<file path="src/dmavg_pkg.sv">
// dmavg_pkg: shared field widths, register indexes, opcodes and the
// command/status structs between the controller and the datapath.
// No dependencies.
`default_nettype none

package dmavg_pkg;

    // fixed field widths
    localparam int VALUE_W    = 32;
    localparam int WLEN_W     = 7;
    localparam int DEC_W      = 16;
    localparam int CFG_IDX_W  = 2;
    localparam int CFG_DATA_W = 16;

    // configuration register indexes
    localparam logic [CFG_IDX_W-1:0] REG_WINDOW_LENGTH = 2'd0;
    localparam logic [CFG_IDX_W-1:0] REG_DECIMATION    = 2'd1;

    // input opcodes
    localparam logic OP_SAMPLE  = 1'b0;
    localparam logic OP_PRELOAD = 1'b1;

    // controller to datapath commands
    typedef struct packed {
        logic cfg_wr;
        logic in_load;
        logic fill_cfg;
        logic fill_in;
        logic count_inc;
        logic mem_rd;
        logic sum_sub;
        logic sum_add;
        logic div_start;
        logic div_step;
        logic div_end;
        logic out_load;
        logic out_adv;
    } dmavg_cmd_t;

    // datapath to controller status
    typedef struct packed {
        logic op_preload;
        logic adv_due;
        logic div_done;
        logic cfg_hit;
    } dmavg_status_t;

endpackage

`default_nettype wire

</file>
<file path="src/dmavg_dp.sv">
// dmavg_dp: datapath of the moving average: config registers, sample ring,
// running sum, call counter, bit-serial divider and output word register.
// Depends on dmavg_pkg.
`default_nettype none

module dmavg_dp #(
    parameter int MAX_WINDOW = 64
) (
    input  wire                                   aclk,
    input  wire                                   aresetn,
    input  dmavg_pkg::dmavg_cmd_t                 cmd,
    input  wire  [dmavg_pkg::CFG_IDX_W-1:0]       cfg_index,
    input  wire  [dmavg_pkg::CFG_DATA_W-1:0]      cfg_data,
    input  wire                                   in_op,
    input  wire  [dmavg_pkg::VALUE_W-1:0]         in_value,
    output dmavg_pkg::dmavg_status_t              status,
    output logic [dmavg_pkg::VALUE_W-1:0]         out_average,
    output logic                                  out_adv
);

    localparam int VW     = dmavg_pkg::VALUE_W;
    localparam int LEN_W  = $clog2(MAX_WINDOW + 1);
    localparam int IDX_W  = (MAX_WINDOW > 1) ? $clog2(MAX_WINDOW) : 1;
    localparam int SUM_W  = VW + LEN_W;
    localparam int CMP_W  = (LEN_W > dmavg_pkg::WLEN_W) ? LEN_W : dmavg_pkg::WLEN_W;
    localparam int CNT_W  = $clog2(SUM_W + 1);
    localparam int DEC_W  = dmavg_pkg::DEC_W;
    localparam logic [CMP_W-1:0] MAX_CMP = CMP_W'(MAX_WINDOW);

    // configuration and filter state
    logic [dmavg_pkg::WLEN_W-1:0] wlen_reg;
    logic [DEC_W-1:0]             dec_reg;
    logic [DEC_W-1:0]             calls_reg;
    logic signed [SUM_W-1:0]      sum_reg;
    logic [VW-1:0]                avg_reg;
    logic [VW-1:0]                fill_val_reg;
    logic [LEN_W-1:0]             fill_cnt_reg;
    logic [IDX_W-1:0]             pos_reg;

    // captured input word
    logic                         op_reg;
    logic [VW-1:0]                value_reg;

    // sample ring
    logic [VW-1:0]                ring [0:MAX_WINDOW-1];
    logic [VW-1:0]                rd_reg;

    // divider
    logic [LEN_W-1:0]             rem_reg;
    logic [SUM_W-1:0]             quo_reg;
    logic                         neg_reg;
    logic [CNT_W-1:0]             cnt_reg;

    // output word
    logic [VW-1:0]                out_avg_reg;
    logic                         out_adv_reg;

    logic [CMP_W-1:0]             wlen_ext;
    logic [LEN_W-1:0]             len;
    logic [DEC_W:0]               calls_inc;
    logic [DEC_W-1:0]             dec_eff;
    logic [LEN_W-1:0]             pos_ext;
    logic [LEN_W-1:0]             pos_inc;
    logic [VW-1:0]                old_sample;
    logic [VW-1:0]                fill_src;
    logic signed [SUM_W:0]        fill_prod;
    logic [LEN_W:0]               trial;
    logic [LEN_W:0]               trial_diff;
    logic                         trial_ge;
    logic [VW-1:0]                quo_low;

    // effective window length: zero acts as one, clamp to the ring depth
    always_comb begin
        wlen_ext = CMP_W'(wlen_reg);
        if (wlen_reg == '0) begin
            len = LEN_W'(1);
        end else if (wlen_ext > MAX_CMP) begin
            len = LEN_W'(MAX_WINDOW);
        end else begin
            len = LEN_W'(wlen_ext);
        end
    end

    // decimation compare
    assign calls_inc = {1'b0, calls_reg} + (DEC_W + 1)'(1);
    assign dec_eff   = (dec_reg == '0) ? DEC_W'(1) : dec_reg;

    // ring position and fill tracking; entries past the fill count hold the fill value
    assign pos_ext    = LEN_W'(pos_reg);
    assign pos_inc    = pos_ext + LEN_W'(1);
    assign old_sample = (pos_ext < fill_cnt_reg) ? rd_reg : fill_val_reg;

    // fill multiply
    assign fill_src  = cmd.fill_cfg ? avg_reg : value_reg;
    assign fill_prod = $signed(fill_src) * $signed({1'b0, len});

    // divider step: restoring, one quotient bit a cycle
    assign trial      = {rem_reg, quo_reg[SUM_W-1]};
    assign trial_ge   = (trial >= {1'b0, len});
    assign trial_diff = trial - {1'b0, len};
    assign quo_low    = quo_reg[VW-1:0];

    // config and filter state
    always_ff @(posedge aclk) begin
        if (!aresetn) begin
            wlen_reg     <= dmavg_pkg::WLEN_W'(1);
            dec_reg      <= DEC_W'(1);
            calls_reg    <= '0;
            sum_reg      <= '0;
            avg_reg      <= '0;
            fill_val_reg <= '0;
            fill_cnt_reg <= '0;
            pos_reg      <= '0;
        end else begin
            if (cmd.cfg_wr) begin
                if (cfg_index == dmavg_pkg::REG_WINDOW_LENGTH) begin
                    wlen_reg <= cfg_data[dmavg_pkg::WLEN_W-1:0];
                end else if (cfg_index == dmavg_pkg::REG_DECIMATION) begin
                    dec_reg <= cfg_data[DEC_W-1:0];
                end
            end
            if (cmd.fill_cfg || cmd.fill_in) begin
                sum_reg      <= fill_prod[SUM_W-1:0];
                avg_reg      <= fill_src;
                fill_val_reg <= fill_src;
                fill_cnt_reg <= '0;
                calls_reg    <= '0;
                pos_reg      <= '0;
            end
            if (cmd.count_inc) begin
                calls_reg <= calls_inc[DEC_W-1:0];
            end
            if (cmd.sum_sub) begin
                sum_reg   <= sum_reg - {{(SUM_W-VW){old_sample[VW-1]}}, old_sample};
                calls_reg <= '0;
                if (pos_ext == fill_cnt_reg) begin
                    fill_cnt_reg <= fill_cnt_reg + LEN_W'(1);
                end
                pos_reg <= (pos_inc == len) ? '0 : pos_inc[IDX_W-1:0];
            end
            if (cmd.sum_add) begin
                sum_reg <= sum_reg + {{(SUM_W-VW){value_reg[VW-1]}}, value_reg};
            end
            if (cmd.div_end) begin
                avg_reg <= neg_reg ? (VW'(0) - quo_low) : quo_low;
            end
        end
    end

    // input word capture
    always_ff @(posedge aclk) begin
        if (cmd.in_load) begin
            op_reg    <= in_op;
            value_reg <= in_value;
        end
    end

    // ring write and registered read
    always_ff @(posedge aclk) begin
        if (cmd.sum_sub) begin
            ring[pos_reg] <= value_reg;
        end
        if (cmd.mem_rd) begin
            rd_reg <= ring[pos_reg];
        end
    end

    // divider registers
    always_ff @(posedge aclk) begin
        if (!aresetn) begin
            cnt_reg <= '0;
        end else if (cmd.div_start) begin
            cnt_reg <= CNT_W'(SUM_W);
        end else if (cmd.div_step) begin
            cnt_reg <= cnt_reg - CNT_W'(1);
        end
    end

    always_ff @(posedge aclk) begin
        if (cmd.div_start) begin
            neg_reg <= sum_reg[SUM_W-1];
            quo_reg <= sum_reg[SUM_W-1] ? (SUM_W'(0) - sum_reg) : sum_reg;
            rem_reg <= '0;
        end else if (cmd.div_step) begin
            quo_reg <= {quo_reg[SUM_W-2:0], trial_ge};
            rem_reg <= trial_ge ? trial_diff[LEN_W-1:0] : trial[LEN_W-1:0];
        end
    end

    // output word register
    always_ff @(posedge aclk) begin
        if (cmd.out_load) begin
            out_avg_reg <= avg_reg;
            out_adv_reg <= cmd.out_adv;
        end
    end

    assign out_average = out_avg_reg;
    assign out_adv     = out_adv_reg;

    // status
    always_comb begin
        status.op_preload = (op_reg == dmavg_pkg::OP_PRELOAD);
        status.adv_due    = (calls_inc >= {1'b0, dec_eff});
        status.div_done   = (cnt_reg == '0);
        status.cfg_hit    = (cfg_index == dmavg_pkg::REG_WINDOW_LENGTH) ||
                            (cfg_index == dmavg_pkg::REG_DECIMATION);
    end

endmodule

`default_nettype wire

</file>
<file path="src/dmavg_ctrl.sv">
// dmavg_ctrl: sequencing state machine for the moving average, handshakes
// on all three channels and the output valid flag.
// Depends on dmavg_pkg.
`default_nettype none

module dmavg_ctrl (
    input  wire                            aclk,
    input  wire                            aresetn,
    input  wire                            s_tvalid,
    output logic                           s_tready,
    output logic                           m_tvalid,
    input  wire                            m_tready,
    input  wire                            cfg_valid,
    output logic                           cfg_ready,
    input  dmavg_pkg::dmavg_status_t       status,
    output dmavg_pkg::dmavg_cmd_t          cmd
);

    localparam logic [3:0] S_IDLE     = 4'd0;
    localparam logic [3:0] S_EVAL     = 4'd1;
    localparam logic [3:0] S_CFG_FILL = 4'd2;
    localparam logic [3:0] S_PRELOAD  = 4'd3;
    localparam logic [3:0] S_SUB      = 4'd4;
    localparam logic [3:0] S_ADD      = 4'd5;
    localparam logic [3:0] S_DIV_INIT = 4'd6;
    localparam logic [3:0] S_DIV      = 4'd7;
    localparam logic [3:0] S_DIV_END  = 4'd8;
    localparam logic [3:0] S_OUT      = 4'd9;

    logic [3:0] state_reg;
    logic [3:0] state_next;
    logic       adv_reg;
    logic       adv_next;
    logic       m_valid_reg;
    logic       m_valid_next;
    logic       cfg_accept;
    logic       in_accept;

    // config takes precedence when both arrive in the same idle cycle
    assign cfg_ready  = (state_reg == S_IDLE);
    assign s_tready   = (state_reg == S_IDLE) && !cfg_valid;
    assign cfg_accept = cfg_valid && cfg_ready;
    assign in_accept  = s_tvalid && s_tready;
    assign m_tvalid   = m_valid_reg;

    // next state and commands
    always_comb begin
        state_next   = state_reg;
        adv_next     = adv_reg;
        m_valid_next = m_valid_reg && !m_tready;
        cmd          = '0;
        case (state_reg)
            S_IDLE: begin
                if (cfg_accept) begin
                    cmd.cfg_wr = 1'b1;
                    if (status.cfg_hit) begin
                        state_next = S_CFG_FILL;
                    end
                end else if (in_accept) begin
                    cmd.in_load = 1'b1;
                    state_next  = S_EVAL;
                end
            end
            S_EVAL: begin
                if (status.op_preload) begin
                    adv_next   = 1'b0;
                    state_next = S_PRELOAD;
                end else if (status.adv_due) begin
                    cmd.mem_rd = 1'b1;
                    adv_next   = 1'b1;
                    state_next = S_SUB;
                end else begin
                    cmd.count_inc = 1'b1;
                    adv_next      = 1'b0;
                    state_next    = S_OUT;
                end
            end
            S_CFG_FILL: begin
                cmd.fill_cfg = 1'b1;
                state_next   = S_IDLE;
            end
            S_PRELOAD: begin
                cmd.fill_in = 1'b1;
                state_next  = S_OUT;
            end
            S_SUB: begin
                cmd.sum_sub = 1'b1;
                state_next  = S_ADD;
            end
            S_ADD: begin
                cmd.sum_add = 1'b1;
                state_next  = S_DIV_INIT;
            end
            S_DIV_INIT: begin
                cmd.div_start = 1'b1;
                state_next    = S_DIV;
            end
            S_DIV: begin
                if (status.div_done) begin
                    state_next = S_DIV_END;
                end else begin
                    cmd.div_step = 1'b1;
                end
            end
            S_DIV_END: begin
                cmd.div_end = 1'b1;
                state_next  = S_OUT;
            end
            S_OUT: begin
                // wait for the output register to free up
                if (!m_valid_reg || m_tready) begin
                    cmd.out_load = 1'b1;
                    cmd.out_adv  = adv_reg;
                    m_valid_next = 1'b1;
                    state_next   = S_IDLE;
                end
            end
            default: begin
                state_next = S_IDLE;
            end
        endcase
    end

    // state registers
    always_ff @(posedge aclk) begin
        if (!aresetn) begin
            state_reg   <= S_IDLE;
            adv_reg     <= 1'b0;
            m_valid_reg <= 1'b0;
        end else begin
            state_reg   <= state_next;
            adv_reg     <= adv_next;
            m_valid_reg <= m_valid_next;
        end
    end

endmodule

`default_nettype wire

</file>
<file path="src/decimated_moving_average.sv">
// decimated_moving_average: top level, joins the controller and datapath.
// Depends on dmavg_pkg, dmavg_ctrl and dmavg_dp.
//
// Usage: samples arrive on the s_ stream (s_tdata = value, s_tuser = op:
// sample or preload). Every input word gives exactly one result word on the
// m_ stream (m_tdata = average, m_tuser = window advanced). Registers are
// written on the cfg_ channel (index 0 window length, index 1 decimation);
// a write to either refills the window with the current average. Each input
// word is worked on alone: a sample that does not advance the window goes from
// evaluation to the output state, a preload through the preload fill first;
// a sample that advances the window passes subtract, add, divider start, the
// restoring divider, which produces one quotient bit of the SUM_W-bit running
// sum per cycle, and divider end. The result sits in an output register, so
// the next word is accepted while it waits; a stalled m_tready only holds the
// block once a second result is ready. Reset clears all filter state: the
// window reads as zeros through a fill counter, so no clearing pass is needed
// and the block is ready the cycle after reset.
`default_nettype none

module decimated_moving_average #(
    parameter int MAX_WINDOW = 64
) (
    input  wire                                   aclk,
    input  wire                                   aresetn,
    // input stream
    input  wire                                   s_tvalid,
    output logic                                  s_tready,
    input  wire  [31:0]                           s_tdata,   // [31:0] value
    input  wire                                   s_tuser,   // [0] op
    // result stream
    output logic                                  m_tvalid,
    input  wire                                   m_tready,
    output logic [31:0]                           m_tdata,   // [31:0] average
    output logic                                  m_tuser,   // [0] window_advanced
    // configuration writes
    input  wire                                   cfg_valid,
    output logic                                  cfg_ready,
    input  wire  [dmavg_pkg::CFG_IDX_W-1:0]       cfg_index,
    input  wire  [dmavg_pkg::CFG_DATA_W-1:0]      cfg_data
);

    dmavg_pkg::dmavg_cmd_t    cmd;
    dmavg_pkg::dmavg_status_t status;

    dmavg_ctrl u_ctrl (
        .aclk      (aclk),
        .aresetn   (aresetn),
        .s_tvalid  (s_tvalid),
        .s_tready  (s_tready),
        .m_tvalid  (m_tvalid),
        .m_tready  (m_tready),
        .cfg_valid (cfg_valid),
        .cfg_ready (cfg_ready),
        .status    (status),
        .cmd       (cmd)
    );

    dmavg_dp #(
        .MAX_WINDOW (MAX_WINDOW)
    ) u_dp (
        .aclk        (aclk),
        .aresetn     (aresetn),
        .cmd         (cmd),
        .cfg_index   (cfg_index),
        .cfg_data    (cfg_data),
        .in_op       (s_tuser),
        .in_value    (s_tdata),
        .status      (status),
        .out_average (m_tdata),
        .out_adv     (m_tuser)
    );

    // an accepted word keeps the block busy in the next cycle
    assert property (@(posedge aclk) disable iff (!aresetn)
        s_tvalid && s_tready |=> !s_tready && !cfg_ready)
        else $error("input accepted while a word is still in progress");

    // a register write that hits a real register triggers the refill cycle
    assert property (@(posedge aclk) disable iff (!aresetn)
        cfg_valid && cfg_ready && status.cfg_hit |=> cmd.fill_cfg)
        else $error("config write did not refill the window");

    // a new result only appears after the block has been busy with a word
    assert property (@(posedge aclk) disable iff (!aresetn)
        $rose(m_tvalid) |-> $past(!s_tready))
        else $error("result produced without a word in progress");

    // divider steps only while its count runs
    assert property (@(posedge aclk) disable iff (!aresetn)
        cmd.div_step |-> !status.div_done)
        else $error("divider stepped past its last bit");

endmodule

`default_nettype wire
</file>
<file path="config.mk">
export PLATFORM = sky130hd
export DESIGN_NAME = decimated_moving_average
export DESIGN_NICKNAME = d
export VERILOG_FILES = /design/src/dmavg_pkg.sv /design/src/dmavg_dp.sv /design/src/dmavg_ctrl.sv /design/src/decimated_moving_average.sv
export SDC_FILE = /design/constraint.sdc
export NUM_CORES = 2
export LEC_CHECK = 0
export ABC_AREA = 0
export BUFFER_PORTS_ARGS = -buffer_cell sky130_fd_sc_hd__buf_2
export CORE_MARGIN = 3
export CORE_UTILIZATION = 60
export DETAILED_ROUTE_END_ITERATION = 8
export GPL_ROUTABILITY_DRIVEN = 0
export MAX_ROUTING_LAYER = met4
export PLACE_DENSITY = 0.76
export SLEW_MARGIN = 20
export SYNTH_ARGS = -nofsm -noshare
export SYNTH_HDL_FRONTEND = slang
export SYNTH_HIERARCHICAL = 1
export SYNTH_SLANG_ARGS = --single-unit
</file>
<file path="constraint.sdc">
create_clock -name aclk -period 8.3 [get_ports aclk]
set_input_delay 1.245 -clock aclk [delete_from_list [all_inputs] [get_ports aclk]]
set_output_delay 1.245 -clock aclk [all_outputs]
set_load 0.01 [all_outputs]
</file>
==> flow_summary.yaml <==
setup_path:
  cp-end-kind: "flop"
  crit_top_cell: "fa_1"
  reg2reg_slack_ps: 520
  cp.required_ps: 9070
  cp.arrival_ps: 8540
  cp_num_buf_inv: 4
  r2r_start: "u_ctrl/state_reg[1]"
  cp-startpoint: "u_ctrl/state_reg[1]"
  crit_chain: "nand2b_1 -> nor3_2 -> buf_12 -> mux2i_1 -> nand2b_1 -> fa_1 -> fa_1 -> inv_1 -> fa_1 -> inv_1 -> fa_1 -> inv_1 -> ha_1 -> nand4b_1 -> a21o_1 -> a2111oi_2 -> o2bb2ai_1 -> or3_1 -> a311o_1 -> o21ai_2 -> xor2_1 -> o221ai_1 -> a211oi_1"
  worstPathMaxFanout: 42
  path_class: "reg -> reg"
  slowest_delay_ps: 690
  crit_family: "adder cells"
  cp-start-kind: "flop"
  crit_slowest_cell: "dfxtp_1"
synthesis:
  syn_avg_cell_area_um2: 14.5
  synth_top_area_cell: "edfxtp_1"
  synth_top_family_by_area: "compound AO/OA/AOI/OAI gates"
  synth_compound_area_share_pct: 14.5
  ys_warn_count: 6
  yosysTopAreaCellShare_pct: 65.5
  syn-num-nets: 7331
  synth_flop_cell: "edfxtp_1"
  muxShareOfSynthArea_pct: 1.07
  netlist_area_um2: 100000
  synthAdderAreaFrac_pct: 5.71
  synthSimpleGateAreaFrac_pct: 5.44
  ys_ff_latch: 2360
  synth_xor_area_share_pct: 1.71
  syn_inst: 6918
  synthTopCellsByArea: "edfxtp_1, a22oi_1, dfxtp_1, fa_1, ha_1"
  synth-edff-count: 2186
  async_reset_ff_share_pct: 0
  synth_cell_types: 88
  ys_seq_area_share_pct: 68.9
clock_tree:
  cts_tree: "done"
  cts_buffers: 221
  cts-root-buf: "clkbuf_16"
  cts_setup_buffers: 0
  clk_latency_ps: 890
  cts_max_level: 4
  clock_sinks: 2360
  post_cts_resized: 0
  clk_pin_slew_ps: 70
  clockBufferDepth: 3
  hold_buffers: 0
die:
  die_area_um2: 172000
  placementRows: 149
  core_region_area_um2: 166000
  io_pins: 92
  dieWidth_um: 415
  die_y_um: 415
  initial_core_util_pct: 60.6
global_routing:
  grt_max_degree: 116
  grt_pass1_wl_mm: 430
  gr-total-overflow: 0
  grt_pass1_vias: 63915
  antenna_found_initial: 25
  track_usage_pct: 35.2
min_path:
  min_path_type: "reg -> reg"
  min-delay-start: "u_dp/dec_reg[0]"
cells_and_area:
  area.growth.synth_to_final_pct: 11.1
  largest_register_ffs: 2048
  mostFrequentLayoutCells: "edfxtp_1, a22oi_1, nor2_1"
  fin_nets: 7449
  final_common_cell: "edfxtp_1"
  fillers: 10830
  drive_gt1_share_pct: 10.8
sta:
  fin_crit_sh_pct: 93.7
  slew_headroom_pct: 15.9
  fmax_mhz: 129
  setup_violations: 0
  grt_setup_unrepaired: "no"
  min_period_ps: 7780
  maxSlewViolCount: 0
  tns_ps: 0
  hold_viol: 0
  finalClockSkew_ps: 35.3
  tightest_slew_ps: 1260
  worst_slack_ps: 525
outcome:
  status: "finished, violations left"
  violations: "design-rule violations"
route:
  wl_per_cell_um: 31.7
  vias: 65957
  drt_first_pass_iters: 9
  route.detailed.drc: 2
  final_antenna_net_count: 0
  dr.first_iter.drc_count: 10090
  vias_per_cell: 7.00
  finalWirelength_mm: 299
place:
  port_buffers: 91
  place_ws_ps: 703
  dp_hpwl_mm: 179
pwr:
  leakage_nw: 37.0
  vdd_drop_max_mv: 0.252
  powerDensity_nw_per_um2: 294
run:
  cap_violations: 0
-- cell type report --
cell class / count / area [µm²] / area share [%]
Clock buffer: 262 / 5750 / 5.16
Sequential cell: 2360 / 69100 / 62.1
Clock inverter: 142 / 1350 / 1.21
Antenna cell: 21 / 52.6 / 0.0472
Tap cell: 2189 / 2740 / 2.46
Multi-Input combinational cell: 3871 / 29100 / 26.1
Inverter: 277 / 1040 / 0.935
Timing Repair Buffer: 305 / 2220 / 1.99
-- through the flow --
stage	util (%)	power, mW	cells	instance area [µm²]	hold slack (ps)
floorplan	-	20.1	6918	100000	431
detailed placement	62.9	22.7	9001	104000	465
global placement	62.9	22.5	9001	104000	461
CTS	67.2	32.5	9405	111000	480
global route	67.3	34.0	9426	111000	499
finish	67.3	32.7	9427	111000	473
-- power by group --
group          internal, mW  switching, mW  leakage [nW]  total [mW]
clock                  5.52           4.42          3.45        9.94
combinational          3.05           5.51          12.4        8.57
sequential             13.7          0.527          21.1        14.2
-- cells in the mapped netlist (21+ instances only) --
master / instances
xor2_1: 90
o21ai_0: 163
o31ai_1: 21
xnor2_1: 106
and3_1: 27
mux2_2: 25
a41oi_1: 25
nand2_1: 222
a21o_1: 75
dfxtp_1: 174
nor4_1: 33
mux2i_1: 79
a211oi_1: 84
a221oi_1: 171
buf_1: 59
ha_1: 190
fa_1: 167
edfxtp_1: 2186
or3_1: 23
a22oi_1: 702
clkbuf_1: 330
nand3_1: 74
nor2b_1: 34
nand4_1: 97
nand2b_1: 51
a22o_1: 164
a21oi_1: 358
nor3_1: 31
a31oi_1: 171
nor2_1: 480
inv_1: 274
-- path summary, 6_finish.rpt --
| kind | end | depth (start not counted) |
|---|---|---|
| max | u_dp/sum_reg[36] | 23 |
| min | u_dp/dec_reg[0] | 2 |
| max reg2reg | u_dp/sum_reg[36] | 23 |
| min reg2reg | u_dp/dec_reg[0] | 2 |
-- cell families (layout without fill, tap and decap cells) --
kind of cell	count (synthesis)	in the layout
flip-flops	2360	2360
AO/OA/AOI/OAI	2060	2060
AND/OR/NAND/NOR	1154	1154
buffers and inverters	687	986
adder cells (fa/ha/maj)	357	357
XOR/XNOR	196	196
multiplexers	104	104
other	0	21
-- metal layers --
layer	wire length, µm	track usage (%)	up-vias
met5	0	-	-
li1	-	-	27436
met4	18200	18.6	0
met3	42300	9.98	938
met2	135000	52.5	5342
met1	103000	44.3	32241
-- tightest hold or removal path, stage by stage (launching register included) --
cell and delay [ps]:
dfxtp_1 310, nand2_1 50, nand3_1 60
Note: power is estimated with default switching activity, not from simulation.
